**config.mk**
```make
export PLATFORM = sky130hd
export DESIGN_NAME = decimal_text_field_parser
export DESIGN_NICKNAME = d
export VERILOG_FILES = /design/src/rtl/dtfp_pkg.sv /design/src/rtl/dtfp_front.sv /design/src/rtl/dtfp_back.sv /design/src/rtl/decimal_text_field_parser.sv
export SDC_FILE = /design/constraint.sdc
export NUM_CORES = 1
export LEC_CHECK = 0
export CAP_MARGIN = 20
export CORE_UTILIZATION = 40
export DETAILED_ROUTE_END_ITERATION = 16
export DONT_BUFFER_PORTS = 1
export GPL_TIMING_DRIVEN = 0
export PLACE_DENSITY = 0.53
export SYNTH_ARGS = -nofsm -noshare
export SYNTH_HDL_FRONTEND = slang
export SYNTH_SLANG_ARGS = --single-unit
export TNS_END_PERCENT = 20
```
**constraint.sdc**
```tcl
create_clock -name clk -period 6.66 [get_ports clk]
set_clock_uncertainty 0.1 [all_clocks]
set_input_delay 0.333 -clock clk [delete_from_list [all_inputs] [get_ports clk]]
set_output_delay 0.333 -clock clk [all_outputs]
set_load 0.01 [all_outputs]
```
**src/rtl/dtfp_pkg.sv**
```systemverilog
// dtfp_pkg: shared types and constants of the decimal text field parser
// used by dtfp_front, dtfp_back and decimal_text_field_parser; no dependencies
package dtfp_pkg;

	localparam int ACC_W = 27;
	localparam int FRAC_W = 7;
	localparam int CNT_W = 4;
	localparam int VALUE_W = 24;
	localparam int MONEY_W = 24;
	localparam int VOL_W = 17;
	localparam int CFG_DATA_W = 24;

	// field kinds
	typedef enum logic [1:0] {
		MODE_PRICE  = 2'd0,
		MODE_MONEY  = 2'd1,
		MODE_VOLUME = 2'd2,
		MODE_PIN    = 2'd3
	} mode_t;

	// configuration register indexes
	localparam logic REG_MONEY_LIMIT = 1'b0;
	localparam logic REG_VOLUME_LIMIT = 1'b1;

	localparam logic [MONEY_W-1:0] MONEY_LIMIT_RST = 24'd999999;
	localparam logic [VOL_W-1:0] VOLUME_LIMIT_RST = 17'd90099;

	localparam logic [7:0] ASCII_ZERO = 8'h30;
	localparam logic [7:0] ASCII_NINE = 8'h39;
	localparam logic [7:0] ASCII_DOT = 8'h2E;

	localparam logic [13:0] PRICE_MAX = 14'd9999;
	localparam logic [9:0] LITERS_MAX = 10'd900;
	localparam logic [6:0] CL_PER_LITER = 7'd100;
	localparam logic [CNT_W-1:0] FRAC_DIGITS_MAX = 4'd2;
	localparam logic [CNT_W-1:0] PIN_MAX = 4'd8;
	localparam logic [CNT_W-1:0] PIN_MIN = 4'd4;
	localparam logic [CNT_W-1:0] PRICE_DIGITS_MAX = 4'd4;
	localparam logic [CNT_W-1:0] CNT_SAT = 4'd15;

	// classified character request
	typedef struct packed {
		mode_t      mode;
		logic       eot;
		logic       is_digit;
		logic       is_dot;
		logic [3:0] digit;
	} item_t;

	// finished result
	typedef struct packed {
		logic               ok;
		logic [VALUE_W-1:0] value;
	} result_t;

	// limit registers
	typedef struct packed {
		logic [MONEY_W-1:0] money_limit;
		logic [VOL_W-1:0]   volume_limit_cl;
	} cfg_t;

	function automatic logic [CNT_W-1:0] sat_inc(input logic [CNT_W-1:0] v);
		return (v < CNT_SAT) ? v + 1'b1 : CNT_SAT;
	endfunction

endpackage

```
**src/rtl/dtfp_front.sv**
```systemverilog
// dtfp_front: accepts characters, classifies them, and holds them in a
// two-entry queue for the back end; depends on dtfp_pkg
module dtfp_front import dtfp_pkg::*; (
	input  logic       clk,
	input  logic       arst_n,
	input  logic       push,
	input  logic [1:0] mode,
	input  logic [7:0] char_code,
	input  logic       end_of_text,
	output logic       full,
	output logic       mid_valid,
	output item_t      mid_item,
	input  logic       mid_pop
);

	item_t      item_in;
	item_t      slot_q [2];
	logic [1:0] cnt_q;
	logic       wr_q;
	logic       rd_q;
	logic       do_push;
	logic       do_pop;

	always_comb begin
		item_in.mode = mode_t'(mode);
		item_in.eot = end_of_text;
		item_in.is_digit = (char_code >= ASCII_ZERO) && (char_code <= ASCII_NINE);
		item_in.is_dot = (char_code == ASCII_DOT);
		item_in.digit = item_in.is_digit ? 4'(char_code - ASCII_ZERO) : 4'd0;
	end

	assign full = (cnt_q == 2'd2);
	assign mid_valid = (cnt_q != 2'd0);
	assign mid_item = slot_q[rd_q];
	assign do_push = push && !full;
	assign do_pop = mid_pop && mid_valid;

	always_ff @(posedge clk) begin
		if (do_push) begin
			slot_q[wr_q] <= item_in;
		end
	end

	always_ff @(posedge clk or negedge arst_n) begin
		if (!arst_n) begin
			cnt_q <= 2'd0;
			wr_q <= 1'b0;
			rd_q <= 1'b0;
		end else begin
			if (do_push) begin
				wr_q <= !wr_q;
			end
			if (do_pop) begin
				rd_q <= !rd_q;
			end
			case ({do_push, do_pop})
				2'b10: cnt_q <= cnt_q + 2'd1;
				2'b01: cnt_q <= cnt_q - 2'd1;
				default: cnt_q <= cnt_q;
			endcase
		end
	end

endmodule

```
**src/rtl/dtfp_back.sv**
```systemverilog
// dtfp_back: running parse state, end-of-text checks and the result queue
// depends on dtfp_pkg; fed by dtfp_front
module dtfp_back import dtfp_pkg::*; (
	input  logic               clk,
	input  logic               arst_n,
	input  cfg_t               cfg,
	input  logic               mid_valid,
	input  item_t              mid_item,
	output logic               mid_pop,
	output logic               empty,
	input  logic               pop,
	output logic               text_ok,
	output logic [VALUE_W-1:0] field_value
);

	logic [ACC_W-1:0]  acc_q, acc_n;
	logic [FRAC_W-1:0] frac_q, frac_n;
	logic [CNT_W-1:0]  td_q, td_n;
	logic [CNT_W-1:0]  dbp_q, dbp_n;
	logic [CNT_W-1:0]  dap_q, dap_n;
	logic              point_q, point_n;
	logic              rej_q, rej_n;
	logic              digit_ok;

	logic [ACC_W+3:0]  acc_next;
	logic [10:0]       frac_next;
	logic [10:0]       vol_frac;
	logic [ACC_W+7:0]  vol_value;
	logic              fin_ok;
	logic [VALUE_W-1:0] fin_value;
	result_t           res_in;

	result_t           res_q [2];
	logic [1:0]        res_cnt_q;
	logic              res_wr_q;
	logic              res_rd_q;
	logic              res_full;
	logic              take;
	logic              res_push;
	logic              res_pop;

	assign res_full = (res_cnt_q == 2'd2);
	assign take = mid_valid && (!mid_item.eot || !res_full);
	assign mid_pop = take;
	assign res_push = take && mid_item.eot;
	assign res_pop = pop && !empty;

	// acc * 10 + digit, kept wide for the limit compares
	assign acc_next = {acc_q, 3'b000} + {3'b000, acc_q, 1'b0} + (ACC_W+4)'(mid_item.digit);
	assign frac_next = {frac_q, 3'b000} + {3'b000, frac_q, 1'b0} + 11'(mid_item.digit);

	always_comb begin
		acc_n = acc_q;
		frac_n = frac_q;
		td_n = td_q;
		dbp_n = dbp_q;
		dap_n = dap_q;
		point_n = point_q;
		rej_n = rej_q;
		digit_ok = 1'b1;
		if (take) begin
			if (mid_item.eot) begin
				acc_n = '0;
				frac_n = '0;
				td_n = '0;
				dbp_n = '0;
				dap_n = '0;
				point_n = 1'b0;
				rej_n = 1'b0;
			end else if (!rej_q) begin
				if (!mid_item.is_digit) begin
					if (mid_item.is_dot && !point_q &&
					    (mid_item.mode == MODE_PRICE || mid_item.mode == MODE_VOLUME)) begin
						point_n = 1'b1;
					end else begin
						rej_n = 1'b1;
					end
				end else begin
					case (mid_item.mode)
						MODE_PRICE: begin
							if (td_q >= PRICE_DIGITS_MAX) digit_ok = 1'b0;
							else acc_n = acc_next[ACC_W-1:0];
						end
						MODE_MONEY: begin
							if (acc_next > (ACC_W+4)'(cfg.money_limit)) digit_ok = 1'b0;
							else acc_n = acc_next[ACC_W-1:0];
						end
						MODE_VOLUME: begin
							if (!point_q) begin
								if (acc_next > (ACC_W+4)'(LITERS_MAX)) digit_ok = 1'b0;
								else acc_n = acc_next[ACC_W-1:0];
							end else begin
								if (dap_q >= FRAC_DIGITS_MAX) digit_ok = 1'b0;
								else frac_n = frac_next[FRAC_W-1:0];
							end
						end
						default: begin
							if (td_q >= PIN_MAX) digit_ok = 1'b0;
						end
					endcase
					if (!digit_ok) begin
						rej_n = 1'b1;
					end else begin
						td_n = sat_inc(td_q);
						if (point_q) dap_n = sat_inc(dap_q);
						else dbp_n = sat_inc(dbp_q);
					end
				end
			end
		end
	end

	// end-of-text evaluation on the current state
	assign vol_frac = (dap_q == 4'd1) ? {frac_q, 3'b000} + {3'b000, frac_q, 1'b0}
	                                  : 11'(frac_q);
	assign vol_value = (ACC_W+8)'(acc_q) * (ACC_W+8)'(CL_PER_LITER) + (ACC_W+8)'(vol_frac);

	always_comb begin
		fin_ok = !rej_q;
		fin_value = '0;
		case (mid_item.mode)
			MODE_PRICE: begin
				if (dbp_q == '0) fin_ok = 1'b0;
				if (point_q && (dap_q == '0 || dap_q > FRAC_DIGITS_MAX)) fin_ok = 1'b0;
				if (acc_q == '0 || acc_q > ACC_W'(PRICE_MAX)) fin_ok = 1'b0;
				fin_value = acc_q[VALUE_W-1:0];
			end
			MODE_MONEY: begin
				if (acc_q > ACC_W'(cfg.money_limit)) fin_ok = 1'b0;
				fin_value = acc_q[VALUE_W-1:0];
			end
			MODE_VOLUME: begin
				if (point_q && dap_q == '0) fin_ok = 1'b0;
				if (vol_value > (ACC_W+8)'(cfg.volume_limit_cl)) fin_ok = 1'b0;
				fin_value = vol_value[VALUE_W-1:0];
			end
			default: begin
				if (td_q < PIN_MIN || td_q > PIN_MAX) fin_ok = 1'b0;
				fin_value = '0;
			end
		endcase
		res_in.ok = fin_ok;
		res_in.value = fin_ok ? fin_value : '0;
	end

	always_ff @(posedge clk or negedge arst_n) begin
		if (!arst_n) begin
			acc_q <= '0;
			frac_q <= '0;
			td_q <= '0;
			dbp_q <= '0;
			dap_q <= '0;
			point_q <= 1'b0;
			rej_q <= 1'b0;
		end else begin
			acc_q <= acc_n;
			frac_q <= frac_n;
			td_q <= td_n;
			dbp_q <= dbp_n;
			dap_q <= dap_n;
			point_q <= point_n;
			rej_q <= rej_n;
		end
	end

	// result queue
	always_ff @(posedge clk) begin
		if (res_push) begin
			res_q[res_wr_q] <= res_in;
		end
	end

	always_ff @(posedge clk or negedge arst_n) begin
		if (!arst_n) begin
			res_cnt_q <= 2'd0;
			res_wr_q <= 1'b0;
			res_rd_q <= 1'b0;
		end else begin
			if (res_push) res_wr_q <= !res_wr_q;
			if (res_pop) res_rd_q <= !res_rd_q;
			case ({res_push, res_pop})
				2'b10: res_cnt_q <= res_cnt_q + 2'd1;
				2'b01: res_cnt_q <= res_cnt_q - 2'd1;
				default: res_cnt_q <= res_cnt_q;
			endcase
		end
	end

	assign empty = (res_cnt_q == 2'd0);
	assign text_ok = res_q[res_rd_q].ok;
	assign field_value = res_q[res_rd_q].value;

`ifndef SYNTH
	a_res_cnt_range: assert property (@(posedge clk) disable iff (!arst_n)
		res_cnt_q != 2'd3)
		else $error("result queue count out of range");

	a_no_push_when_full: assert property (@(posedge clk) disable iff (!arst_n)
		res_full |-> !res_push)
		else $error("result pushed into a full queue");

	a_clear_after_end: assert property (@(posedge clk) disable iff (!arst_n)
		res_push |=> (acc_q == '0 && td_q == '0 && !rej_q && !point_q))
		else $error("parse state not cleared after end of text");

	a_invalid_gives_zero: assert property (@(posedge clk) disable iff (!arst_n)
		(!empty && !text_ok) |-> field_value == '0)
		else $error("rejected text carries a nonzero value");
`endif

endmodule

```
**src/rtl/decimal_text_field_parser.sv**
```systemverilog
// decimal_text_field_parser: top level of the decimal text field parser
// depends on dtfp_pkg, dtfp_front and dtfp_back
//
// usage:
//  - input side is a queue: drive mode, char_code and end_of_text with push
//    high; the request is taken at a clock edge where full is low
//  - each character updates the running parse; an end-of-text request
//    produces one result (text_ok, field_value) and clears the parse state
//  - result side is a queue: while empty is low the oldest result sits on
//    text_ok/field_value and is taken at an edge where pop is high
//  - throughput is one request per cycle while full is low; an accepted
//    end-of-text request passes through one front queue slot, then the back
//    end evaluates it and writes the result queue, and empty goes low
//  - two-entry queues sit in front of the back end and on the result side;
//    with a stalled receiver characters keep flowing until an end-of-text
//    request meets two waiting results, then it holds at the head of the
//    front queue and full rises once one more request queues behind it
//  - the user writes limit registers through cfg_wr_en/cfg_addr/cfg_wdata only
//    while the block is idle, not enforced; reset loads default limits, clears all state
module decimal_text_field_parser import dtfp_pkg::*; (
	input  logic                  clk,
	input  logic                  arst_n,
	input  logic                  push,
	output logic                  full,
	input  logic [1:0]            mode,
	input  logic [7:0]            char_code,
	input  logic                  end_of_text,
	output logic                  empty,
	input  logic                  pop,
	output logic                  text_ok,
	output logic [VALUE_W-1:0]    field_value,
	input  logic                  cfg_wr_en,
	input  logic                  cfg_addr,
	input  logic [CFG_DATA_W-1:0] cfg_wdata
);

	cfg_t  cfg_q;
	logic  mid_valid;
	item_t mid_item;
	logic  mid_pop;

	// limit registers
	always_ff @(posedge clk or negedge arst_n) begin
		if (!arst_n) begin
			cfg_q.money_limit <= MONEY_LIMIT_RST;
			cfg_q.volume_limit_cl <= VOLUME_LIMIT_RST;
		end else if (cfg_wr_en) begin
			case (cfg_addr)
				REG_MONEY_LIMIT: cfg_q.money_limit <= cfg_wdata[MONEY_W-1:0];
				REG_VOLUME_LIMIT: cfg_q.volume_limit_cl <= cfg_wdata[VOL_W-1:0];
				default: cfg_q <= cfg_q;
			endcase
		end
	end

	// front: classify characters and buffer them
	dtfp_front u_front (
		.clk         (clk),
		.arst_n      (arst_n),
		.push        (push),
		.mode        (mode),
		.char_code   (char_code),
		.end_of_text (end_of_text),
		.full        (full),
		.mid_valid   (mid_valid),
		.mid_item    (mid_item),
		.mid_pop     (mid_pop)
	);

	// back: parse state, end-of-text checks, result queue
	dtfp_back u_back (
		.clk          (clk),
		.arst_n       (arst_n),
		.cfg          (cfg_q),
		.mid_valid    (mid_valid),
		.mid_item     (mid_item),
		.mid_pop      (mid_pop),
		.empty        (empty),
		.pop          (pop),
		.text_ok      (text_ok),
		.field_value  (field_value)
	);

endmodule
```
== Yosys cells after proc, flatten, opt, wreduce, memory -nomap -nowiden ==
Memory sizes are Yosys's and may differ from the RTL's.
Index checks and enable logic that the tools add are counted.

* Register bits after elaboration: 97
* Bits in writable memories: 68
* Input port bits: 41
* Output and inout port bits: 27
* Logic and storage cells: 183
* Memories kept: 2

* $add $sub $neg: 13
* $mul: 1
* Order comparisons: 16
* Equal/unequal tests: 18
* Mux-type cells: 69
* Bitwise gates (word level): 1
* Reductions and logical operators: 48

{| class="wikitable"
|+ Memory list
! memory !! words !! width !! read ports !! clocked after Yosys merged registers in !! wr ports !! line !! text
|-
| u_back.res_q || 2 || 25 || 1 || 0 || 1 || dtfp_back.sv:33 || <nowiki>result_t res_q [2];</nowiki>
|-
| u_front.slot_q || 2 || 9 || 1 || 0 || 1 || dtfp_front.sv:17 || <nowiki>item_t slot_q [2];</nowiki>
|}

{| class="wikitable"
|+ Operator list
! operator !! number
|-
| 2-to-1 mux 27 bit || 7
|-
| one-hot mux 27 bit (3 select lines) || 1
|-
| 2-to-1 mux 4 bit || 18
|-
| one-hot mux 24 bit (2 select lines) || 1
|-
| 2-to-1 mux 7 bit || 6
|-
| adder 34 x 11 -> 35 bit || 1
|-
| greater-than comparator 35 x 17 -> 1 bit || 1
|-
| multiplier 27 x 5 -> 32 bit (second input constant) || 1
|-
| adder 30 x 28 -> 31 bit || 1
|-
| adder 31 x 4 -> 31 bit || 1
|-
| greater-than comparator 31 x 10 -> 1 bit (second input constant) || 1
|-
| greater-than comparator 31 x 24 -> 1 bit || 1
|-
| 2-to-1 mux 1 bit || 30
|-
| greater-than comparator 27 x 14 -> 1 bit (second input constant) || 1
|-
| greater-than comparator 27 x 24 -> 1 bit || 1
|-
| zero test 27 bit || 1
|-
| 2-to-1 mux 24 bit || 1
|-
| nonzero test 2 bit || 8
|-
| adder 4 x 1 -> 4 bit (second input constant) || 3
|-
| less-than comparator 4 bit (second input constant) || 3
|-
| inequality test 3 x 2 -> 1 bit (second input constant) || 4
|-
| adder 10 x 8 -> 11 bit || 1
|-
| 2-to-1 mux 11 bit || 1
|-
| == test 2 bit (second input constant) || 5
|-
| other kinds (31) || 67
|}

== Depth between registers and ports, before layout ==
Gate-level depths: netlist of run 1.

* Depth in word-level cells: 14
* Depth in mapped cells: 29
* Mapped depth without buffers: 28

== Cells and area by module ==
A second synthesis of run 1 with hierarchy kept.

* Cells, all modules: 1789
* Area, all modules: 16547.1 µm²

{| class="wikitable"
|+ Modules (own cells, without submodules)
! module !! instances !! cells an instance !! area each (µm²) !! seq. area each (µm²)
|-
| dtfp_back || 1 || 1642 || 14052.2 || 2802.7
|-
| decimal_text_field_parser || 1 || 88 || 1574.0 || 1057.3
|-
| dtfp_front || 1 || 59 || 920.9 || 640.6
|}

== Worst setup path before layout of run 1 ==
Ideal clock, no wire load.

* Path type: reg2reg
* Start point: reg u_back.acc_q[2]
* End point: mem u_back.res_q[0][18] (netlist bit), data pin
* Library setup time: 0.167 ns
* Arrival: 5.639 ns
* Required time: 6.393 ns
* Setup slack: 0.754 ns
* Stages on the path, launching flop included: 27
* Path buffers: 1
* Period minus slack after synthesis: 5.906 ns
* Cells stage by stage: dfrtp_1 inv_1 ha_1 ha_1 fa_1 ha_1 nand2b_1 nand2b_1 a21oi_1 xnor2_1 ha_1 o211ai_1 a2bb2oi_1 o21ai_0 nor4_2 xor2_1 ha_1 o21ai_0 a21oi_1 a211o_1 a21oi_1 o211ai_1 a41o_1 a211oi_1 a41oi_1 buf_2 a211oi_2

{| class="wikitable"
|+ RTL lines
! item !! line !! text
|-
| start, declared || dtfp_back.sv:16 || <nowiki>logic [ACC_W-1:0] acc_q, acc_n;</nowiki>
|-
| start signal, assigned || dtfp_back.sv:156 || <nowiki>acc_q <= acc_n;</nowiki>
|-
| end, declared || dtfp_back.sv:33 ||
|}

==> key figures, run 1 <==
Run status
  • Outcome: completed

Power and ir drop
  • VDD IR max: 214.3 uV
  • Tot Pwr: between 7000 and 8000 uW
  • Pwr/cell area: 434.8 nW/um^2
  • Pleak: ~0.0084 uW

Global routing
  • Number of global-route vias before repair: 13,078
  • First-pass GRT wire length: just over 70,000 um
  • Global route overflow: 0
  • Initial antenna violation count: 3
  • Pin count of the biggest net entering global routing: roughly 100
  • All-layer global routing usage: between 20% and 30%

Critical path
  • Most common cell on crit path: ha_1
  • Crit start category: flip-flop
  • CP Capture Type: flip-flop
  • Critical Path Fanout Max: 5
  • Top delay family on crit path: compound AO/OA/AOI/OAI gates
  • Critical Path AT: 6680 ps
  • Req. time, crit path: 6840 ps
  • Setup CP Type: reg2reg
  • Slowest CP cell: fa_1
  • Crit path largest cell delay: 550 ps
  • Buffers & Inverters on Critical Path: 2

Clock network
  • CTS buffer count: 17
  • Clk Latency, worst-skew pair: approximately 450 ps
  • CTS tree: built
  • Clock slew at reported path FFs: about 80 ps
  • H-tree level count: 4
  • CTS sink cnt: between 150 and 200
  • Clock root buffer master: clkbuf_16
  • Clk buf depth: 2

Die
  • # IOs: between 60 and 70
  • Starting density of the core: roughly two fifths
  • Row Count: 72
  • Core Box Area: approximately 39,000 um^2
  • Die width: 201.5 um
  • Die Ht: between 200 and 250 um
  • Die area: between 40,000 and 50,000 um^2

Timing
  • RSZ-0062 raised after global routing: yes
  • Final-report max-slew violation count: 0
  • Setup TNS: 0 ps
  • Fin crit period: 6503 ps
  • Least-Margin Pin Slew: about 1100 ps
  • Max Fclk: around 0.15 GHz
  • Slew headroom: 24.23%
  • # setup viols final: 0
  • Fin. Hold Viols: 0
  • Fin crit share: between 90% and 100%

Synth
  • Syn Inst Count: 1,723
  • Share of the synthesized area in the top cell type: between 20 and 25%
  • Netlist Area Pre-Place: between 15,000 and 20,000 um^2
  • EDFF count, synth: 68
  • Top cell type by total area after synthesis: ha_1
  • Count leader, synth: ha_1
  • Largest cells by area after synthesis: ha_1 (21%), edfxtp_1 (13%), dfrtp_1 (11%)
  • Yosys Warn Count: 0
  • Number of synthesized register bits: roughly 170
  • Synth cell count leaders: ha_1 (261), inv_1 (194), nand2_1 (125)
  • Main synth FF type: dfrtp_1
  • Synth Net Count: slightly above 2,000
  • Synth cell types: a little under 90
  • Sequential-to-total area share from yosys stat: around 28%
  • FFs w/ async S/R, synth: 58.79%
  • Syn avg cell area: around 9 um^2

Routing
  • Vias: between 10,000 and 15,000
  • WL final: around 46,000 um
  • Wire per inst: between 15 and 20 um
  • DRT Pass-1 Iters: 5
  • Initial drt markers: roughly 710
  • Number of routed nets with antenna violations: 0
  • Via/cell ratio: between 5 and 6
  • DRC Markers: 0

Placed design
  • Post-DP HPWL: between 30,000 and 40,000 um
  • Placer Congestion: around 0.9
  • PortBufs: 0
  • Placed cells: 2,243
  • Post-DP Area: 16,600 um^2

Layout
  • Fraction of layout cells with a size suffix above 1: between 10% and 20%
  • Final #Nets: approximately 2,100
  • Core Util, Final: 46.18%
  • Area delta synth->final: 12.91%
  • Post-route cell area: between 15,000 and 20,000 um^2
  • Final non-filler cell total: approximately 2,300

Worst hold path
  • Hold WC Path Type: in2reg

Flow run
  • Max-cap violations: 0
## cells by family (layout without fill, tap and decap cells)
logic type | count (synthesis) | in the layout | synth area share (%)
simple gates | 440 | 440 | 13.90
buf+inv | 241 | 325 | 5.801
compound gates | 444 | 444 | 19.16
other cells | 0 | 2 | 0
flops | 165 | 165 | 28.27
xor+xnor | 76 | 76 | 4.182
mux | 69 | 69 | 4.779
fa+ha+maj | 288 | 288 | 23.91
## area by class of cell
type | instances | area, um^2
flip-flops and latches | 165 | 4514
inverters | 195 | 732.0
clock inverters | 15 | 180.2
diodes | 2 | 5.005
fillers | 3732 | 20940
clock buffers | 17 | 425.4
well taps | 518 | 648.1
repair buffers | 53 | 516.7
plain buffers | 45 | 205.2
multi-input cells | 1317 | 10750
## flip-flops by register name, summed over array words and instances (netlist names), 2 cells and up
register,cells
u_back.dbp_q,4
u_back.dap_q,4
u_back.frac_q,7
u_front.cnt_q,2
u_front.slot_q,18
u_back.res_q,50
cfg_q,41
u_back.res_cnt_q,2
u_back.td_q,4
u_back.acc_q,27
## final timing paths
path / from / to / slack (ps) / cells past startpoint
setup / recovery: u_back.acc_q[2] / u_back.res_q[0][18] / 160 / 28
hold / removal: char_code[2] / u_front.slot_q[0][2] / 8 / 1
setup reg to reg: u_back.acc_q[2] / u_back.res_q[0][18] / 160 / 28
hold reg to reg: u_front.wr_q / u_front.wr_q / 390 / 1
max in group asynchronous: arst_n / u_back.acc_q[9] / 5650 / 2
min in group asynchronous: arst_n / u_front.cnt_q[1] / 300 / 2
## stage by stage
stage | hold slack (ps) | setup WS, ps
final | 7.577 | 157.0
after floorplan | -62.59 | 754.1
after global placement | -60.92 | -747.9
after global routing | 11.24 | -85.55
after detailed placement | -60.06 | -835.2
after CTS | 0.5354 | 17.59
## where the power goes
part	switching, uW	internal [uW]
registers	317	1400
clock network	511	509
logic	3110	1970
total	3940	3870
## per-layer routing
layer  GRT usage [%]  share of wire [%]
met1           32.18                 50
met2           37.56                 46
met3           2.332                3.0
met4           4.383                1.1
met5               0              0.029
## layout by cell type (no fill, tap or decap), types with 24 or more instances in the layout
cell / count
a21o_1: 34
a21oi_1: 88
a22o_1: 28
and3_1: 24
dfrtp_1: 61
dfstp_2: 25
dlygate4sd3_1: 32
edfxtp_1: 68
fa_1: 26
ha_1: 254
inv_1: 193
mux2_2: 55
nand2_1: 125
nand3_1: 41
nand4_1: 29
nor2_1: 95
nor2b_1: 24
nor3_1: 24
o21ai_0: 88
xnor2_1: 49
## what timing repair did
action | 4_1_cts | 5_1_grt
pin swaps | 2 | 18
endpoints found under the hold margin | 151 | 0
setup endpoints to repair | 78 | 74
cloned | 0 | 1
setup buffers | 8 | 9
hold buffers | 33 | 0
gates resized for setup | 21 | 57
No activity file was read; power rests on OpenSTA's default activity.
==> inputs of run 2 (changes only) <==
Settings changed: CTS_BUF_LIST set to sky130_fd_sc_hd__clkbuf_8 sky130_fd_sc_hd__clkbuf_16, SKIP_LAST_GASP set to 1.
==> key figures, run 2 (synthesized netlist as in run 1, its figures left out) <==
Global routing
  • All-layer global routing usage: 22.74% (unchanged)
  • First-pass GRT wire length: 72,390 um (unchanged)
  • Initial antenna violation count: 3 (unchanged)
  • Pin count of the biggest net entering global routing: 98 (unchanged)
  • Number of global-route vias before repair: 13,078 (unchanged)
  • Global route overflow: 0 (unchanged)

Routing
  • DRT Pass-1 Iters: 5 (unchanged)
  • Via/cell ratio: 5.624 (-0.18%)
  • WL final: 45,390 um (-0.39%)
  • DRC Markers: 0 (unchanged)
  • Wire per inst: 19.51 um (-0.39%)
  • Number of routed nets with antenna violations: 0 (unchanged)
  • Vias: 13,088 (-0.18%)
  • Initial drt markers: 668 (-5.6%)

Layout
  • Most common cell after layout, fill and taps aside: ha_1
  • Area delta synth->final: 12.47%
  • Final non-filler cell total: 2,327 (unchanged)
  • Post-route cell area: 17,900 um^2 (-0.39%)
  • Max reg flops: 50 (unchanged)
  • Most frequent cells in the layout: ha_1 (258), inv_1 (194), nand2_1 (125)
  • Fraction of layout cells with a size suffix above 1: 11.95% (-1.1 points)
  • Largest register by flop count: u_back.res_q
  • Largest registers: u_back.res_q x50, cfg_q x41, u_back.acc_q x27
  • Final #Nets: 2,123 (unchanged)

Clock network
  • Clk buf depth: 2 (unchanged)
  • CTS sink cnt: 165 (unchanged)
  • CTS buffer count: 17 (unchanged)
  • Clock slew at reported path FFs: 80 ps (about the same)
  • H-tree level count: 4 (unchanged)
  • Clk Latency, worst-skew pair: 450 ps (about the same)
  • Clock root buffer master: clkbuf_16
  • CTS tree: built

Critical path
  • Buffers & Inverters on Critical Path: 2 (unchanged)
  • Critical Path AT: 6720 ps (+40 ps)
  • Setup CP Type: reg2reg
  • Slowest CP cell: dfrtp_2
  • Top delay family on crit path: compound AO/OA/AOI/OAI gates
  • Reg2Reg Depth: 28 (unchanged)
  • Most common cell on crit path: ha_1
  • CP Capture Type: flip-flop
  • WP depth: 28 (unchanged)
  • Crit path largest cell delay: 480 ps (-70 ps)
  • Req. time, crit path: 6840 ps (about the same)
  • Crit start category: flip-flop
  • Critical Path Fanout Max: 6 (+1)

Die
  • Die width: 201.5 um (unchanged)
  • Die Ht: 201.5 um (unchanged)
  • Die area: 40,600 um^2 (unchanged)
  • Starting density of the core: 40.90% (unchanged)
  • # IOs: 68 (unchanged)
  • Row Count: 72 (unchanged)
  • Core Box Area: 38,920 um^2 (unchanged)

Timing
  • # setup viols final: 0 (unchanged)
  • Fin crit period: 6545 ps (+41.56 ps)
  • Least-Margin Pin Slew: 1102 ps (-2.751 ps)
  • Final-report max-slew violation count: 0 (unchanged)
  • Fin crit share: 98.27% (+0.62 points)
  • Slew headroom: 24.42% (+0.19 points)
  • RSZ-0062 raised after global routing: yes
  • Max Fclk: 0.1528 GHz (-0.64%)
  • Fin. Hold Viols: 0 (unchanged)

Flow run
  • Max-cap violations: 0 (unchanged)

Power and ir drop
  • Combinational cell fraction of total power: 64.7% (-0.3 points)
  • Clock Power Share: 13.2% (about the same)
  • Pwr/cell area: 432.5 nW/um^2 (-0.52%)
  • Pleak: 0.008352 uW (about the same)
  • Switching Share: 50.30% (-0.13 points)
  • Seq pwr share: 22.2% (+0.2 points)
  • Psw: 3895 uW (-1.2%)
  • VDD IR max: 213.6 uV (-0.33%)
  • Internal Pwr Total: 3849 uW (-0.66%)
  • Tot Pwr: 7744 uW (-0.91%)

Placed design
  • Post-DP HPWL: 36,340 um (unchanged)
  • Post-DP Area: 16,600 um^2 (unchanged)
  • Placer Congestion: 0.8751 (unchanged)
  • PortBufs: 0 (unchanged)
  • Placed cells: 2,243 (unchanged)

Worst hold path
  • Hold WC Path Type: in2reg
  • Worst Hold Depth: 1 (unchanged)

Run status
  • Outcome: completed
## run 2: worst reg2reg max path, delay by kind of cell, from the launching register on
family                     cells  cell delay (ps)
xor gates and xnor gates       2              430
adders and majority gates      6             2000
AOI/OAI and AO/OA             11             2280
DFF                            1              480
and+or+nand+nor                7              790
buffers and inverters          2              290
## run 2: final cells by class
type / count / area, um^2
Clock buffer: 17 / 425.4
Tap cell: 518 / 648.1
Buffer: 45 / 205.2
Multi-Input combinational cell: 1317 / 10680
Clock inverter: 15 / 180.2
Fill cell: 3735 / 21010
Timing Repair Buffer: 53 / 516.7
Sequential cell: 165 / 4514
Antenna cell: 2 / 5.005
Inverter: 195 / 732.0
## run 2: repair_timing
action | 4_1_cts | 5_1_grt
cloned | 0 | 1
setup buffers | 8 | 9
hold buffers | 33 | 0
pin swaps | 2 | 14
gates resized for setup | 21 | 38
setup endpoints to repair | 78 | 74
hold endpoints to repair | 151 | 0
## run 2: routing by layer
layer / vias up / GRT usage [%] / part of all wire (%)
li1: 6406 / - / -
met1: 6397 / 32.18 / 49
met2: 243 / 37.56 / 46
met3: 40 / 2.332 / 3.4
met4: 2 / 4.383 / 1.3
met5: - / 0 / 0.029
## run 2: worst paths after layout
path                                 start  slack [ps]              endpoint
max                        u_back.acc_q[1]         120   u_back.res_q[0][18]
min                           char_code[2]           4  u_front.slot_q[1][2]
max reg2reg                u_back.acc_q[1]         120   u_back.res_q[0][18]
min reg2reg                   u_front.wr_q         390          u_front.wr_q
max in group asynchronous           arst_n        5680       u_back.acc_q[9]
min in group asynchronous           arst_n         340      u_front.cnt_q[1]
## run 2: power by group through the flow
stage | clock (uW) | combinational [uW] | sequential (uW)
after floorplan | 0 | 3490 | 1590
after global placement | 0 | 4550 | 1730
after detailed placement | 0 | 4640 | 1740
after CTS | 1040 | 4780 | 1720
after global routing | 1080 | 5600 | 1750
final | 1020 | 5010 | 1720
## run 2: through the flow
stage	worst slack (ps)	hold WS (ps)	TNS, ps	utilization, %
2_1_floorplan	754.1	-62.59	0	-
4_1_cts	17.59	0.5354	0	45.45
5_1_grt	-130.0	11.24	-3363	46.00
6_report	115.4	4.038	0	46.00
3_3_place_gp	-747.9	-60.92	-34970	42.57
3_5_place_dp	-835.2	-60.06	-41420	42.65
==> inputs of run 3 (changes only) <==
Settings changed: SYNTH_HIERARCHICAL set to 1.
==> key figures, run 3 <==
Run status
  • Outcome: completed

Layout
  • Area delta synth->final: 14.56%
  • Sequential cell area: 4513 um^2 (about the same)
  • Post-route cell area: 18,960 um^2 (+5.9%)
  • Most common cell after layout, fill and taps aside: ha_1
  • Filler cells: 3,916 (+4.8%)
  • Final #Nets: 2,211 (+4.1%)
  • Final non-filler cell total: 2,424 (+4.2%)
  • Multi-input gate area: 11,380 um^2 (+6.6%)
  • Max reg flops: 50 (unchanged)
  • Most frequent cells in the layout: ha_1 (249), inv_1 (206), nand2_1 (106)
  • Largest registers: u_back/res_q x50, cfg_q x41, u_back/acc_q x27
  • Largest register by flop count: u_back/res_q
  • Fraction of layout cells with a size suffix above 1: 16.45% (+4.5 points)

Placed design
  • Placed cells: 2,324 (+3.6%)
  • Post-DP HPWL: 39,600 um (+9.0%)
  • PortBufs: 0 (unchanged)
  • Post-DP Area: 17,260 um^2 (+4.0%)
  • Placer Congestion: 0.9275 (+6.0%)

Timing
  • Slew headroom: 36.31% (+12 points)
  • RSZ-0062 raised after global routing: yes
  • Hold_ws: 19.24 ps (+15.20 ps)
  • Least-Margin Pin Slew: 955.3 ps (-146.8 ps)
  • Setup TNS: 0 ps (unchanged)
  • Fin crit share: 99.12% (+0.86 points)
  • Final-report max-slew violation count: 0 (unchanged)
  • # setup viols final: 0 (unchanged)
  • Max Fclk: 0.1515 GHz (-0.86%)
  • Fin. Hold Viols: 0 (unchanged)
  • Fin crit period: 6602 ps (+57.08 ps)

Routing
  • DRC Markers: 0 (unchanged)
  • Via/cell ratio: 5.745 (+2.2%)
  • Number of routed nets with antenna violations: 0 (unchanged)
  • WL final: 50,620 um (+12%)
  • Wire per inst: 20.88 um (+7.1%)
  • Vias: 13,927 (+6.4%)
  • DRT Pass-1 Iters: 5 (unchanged)
  • Initial drt markers: 985 (+47%)

Die
  • Row Count: 74 (+2.8%)
  • Die area: 42,190 um^2 (+3.9%)
  • Die Ht: 205.4 um (+1.9%)
  • Die width: 205.4 um (+1.9%)
  • Core Box Area: 40,830 um^2 (+4.9%)
  • # IOs: 68 (unchanged)
  • Starting density of the core: 40.53% (-0.38 points)

Synth
  • Post-Synth Simple-Gate Area: 14.31% (+0.41 points)
  • Synth Area in XOR/XNOR: 3.652% (-0.53 points)
  • Sequential-to-total area share from yosys stat: 27.20% (-1.1 points)
  • Top cell type by total area after synthesis: ha_1
  • EDFF count, synth: 68 (unchanged)
  • Count leader, synth: ha_1
  • Post-synthesis mux area share: 6.102% (+1.3 points)
  • Number of synthesized register bits: 165 (unchanged)
  • Syn avg cell area: 9.249 um^2 (+0.12%)
  • Largest cells by area after synthesis: ha_1 (20%), edfxtp_1 (12%), dfrtp_1 (11%)
  • Main synth FF type: dfrtp_1
  • Synth cell count leaders: ha_1 (265), inv_1 (215), nand2_1 (108)
  • Largest family of logic cells by synthesized area: adder cells
  • Share of the synthesized area in the top cell type: 20.04% (-0.48 points)
  • Yosys Warn Count: 6 (+6)
  • Syn Inst Count: 1,789 (+3.8%)
  • Netlist Area Pre-Place: 16,550 um^2 (+4.0%)
  • Synth Area in Compound Gates: 18.74% (-0.41 points)
  • FFs w/ async S/R, synth: 58.79% (unchanged)
  • Synth cell types: 92 (+4.5%)
  • Area share of fa/ha/maj cells after synthesis: 23.30% (-0.61 points)
  • Synth Net Count: 2,122 (+3.4%)

Power and ir drop
  • Seq pwr share: 19.8% (-2.4 points)
  • Internal Pwr Total: 4111 uW (+6.8%)
  • VDD IR max: 212.9 uV (-0.32%)
  • Combinational cell fraction of total power: 68.3% (+3.6 points)
  • Pleak: 0.008630 uW (+3.3%)
  • Switching Share: 50.59% (+0.29 points)
  • Pwr/cell area: 438.9 nW/um^2 (+1.5%)
  • Psw: 4209 uW (+8.1%)
  • Clock Power Share: 11.9% (-1.3 points)

Global routing
  • Initial antenna violation count: 1 (-2)
  • Global route overflow: 0 (unchanged)
  • Pin count of the biggest net entering global routing: 98 (unchanged)
  • All-layer global routing usage: 24.70% (+2.0 points)
  • Number of global-route vias before repair: 14,017 (+7.2%)
  • First-pass GRT wire length: 79,950 um (+10%)

Clock network
  • Clk buf depth: 2 (unchanged)
  • H-tree level count: 4 (unchanged)
  • Clk Latency, worst-skew pair: 450 ps (about the same)
  • CTS sink cnt: 165 (unchanged)
  • Clock slew at reported path FFs: 70 ps (about the same)
  • CTS buffer count: 17 (unchanged)
  • Clock root buffer master: clkbuf_16
  • CTS tree: built

Critical path
  • Most common cell on crit path: ha_4
  • CP Capture Type: flip-flop
  • Setup CP Type: reg2reg
  • Critical Path AT: 6770 ps (+50 ps)
  • Crit start category: flip-flop
  • Crit path largest cell delay: 480 ps (about the same)
  • Req. time, crit path: 6830 ps (about the same)
  • Critical Path Fanout Max: 8 (+2)
  • Slowest CP cell: fa_1

Worst hold path
  • Hold WC Path Type: in2reg

Flow run
  • Max-cap violations: 0 (unchanged)
==> run 3: cell types whose count changed after synthesis, moves of 9 or more <==
cell      change
clkbuf_1     +29
mux2_2       +27
a22o_1       -26
inv_1        +21
o211ai_1     +21
o21ai_0      -20
nor3_2       +19
nand2_1      -17
nor2_1       -17
o221ai_1     +13
and3_1       -12
nor4_1       +12
buf_2         -9
o311ai_0      +9
==> run 3: repair_timing <==
item / 4_1_cts / 5_1_grt
pin swaps: 36 / 9
setup endpoints to repair: 82 / 89
setup buffers: 34 / 2
hold buffers: 31 / 0
gates cloned: 2 / 0
endpoints found under the hold margin: 147 / 0
resized for setup: 93 / 29
==> run 3: layout make-up <==
| class | count | share of cell area, % |
|---|---|---|
| plain buffers | 65 | 1.644 |
| flip-flops and latches | 165 | 23.81 |
| inverters | 216 | 4.290 |
| repair buffers | 72 | 3.683 |
| clock inverters | 15 | 0.7591 |
| multi-input cells | 1341 | 60.05 |
| clock buffers | 17 | 2.244 |
| well taps | 532 | 3.512 |
| diodes | 1 | 0.01320 |
==> run 3: kinds of logic (layout without fill, tap and decap cells) <==
kind of cell    count (synthesis)  count (layout)
fa+ha+maj                     292             292
flops                         165             165
buf+inv                       283             385
other cells                     0               1
xor+xnor                       69              69
simple gates                  443             443
compound gates                447             447
mux                            90              90
==> run 3: layer usage <==
layer	track usage (%)	up-vias	wire [um]	share of wire (%)
met3	3.073	67	2100	4.1
li1	-	6706	-	-
met5	0	-	0	0
met1	33.90	6790	24020	47
met4	7.751	0	1590	3.1
met2	40.26	364	22910	45
==> run 3: metrics by stage <==
| step | setup slack [ps] | utilization (%) | power, uW |
|---|---|---|---|
| global placement | -1290 | 42.16 | 6561 |
| global route | -171.1 | 46.42 | 9011 |
| finish | 58.31 | 46.42 | 8320 |
| detailed placement | -1309 | 42.28 | 6640 |
| CTS | -43.44 | 46.08 | 8193 |
| floorplan | 201.5 | - | 5240 |
==> run 3: power groups by stage <==
| stage | clock [uW] | sequential [uW] | combinational (uW) |
|---|---|---|---|
| after floorplan | 0 | 1580 | 3660 |
| after global placement | 0 | 1720 | 4840 |
| after detailed placement | 0 | 1720 | 4920 |
| after CTS | 1010 | 1640 | 5540 |
| after global routing | 1050 | 1680 | 6280 |
| final | 991 | 1650 | 5680 |
==> run 3: worst paths after layout <==
kind / slack [ps] / startpoint / end / cells past startpoint
hold / removal: 20 / char_code[2] / u_front/slot_q[1][2] / 1
setup reg to reg: 60 / u_back/acc_q[2] / u_back/res_q[0][22] / 28
min in group asynchronous: 350 / arst_n / u_back/td_q[1] / 2
setup / recovery: 60 / u_back/acc_q[2] / u_back/res_q[0][22] / 28
hold reg to reg: 390 / u_front/cnt_q[1] / u_front/cnt_q[1] / 1
max in group asynchronous: 5630 / arst_n / u_back/acc_q[9] / 2
==> run 3: worst max-delay path: cells and delay by family, from the launching register on <==
family / cells / cell delay (ps)
fa+ha+maj: 6 / 1670
compound gates: 6 / 1140
buf+inv: 3 / 530
simple gates: 11 / 2250
xor+xnor: 2 / 300
flops: 1 / 430
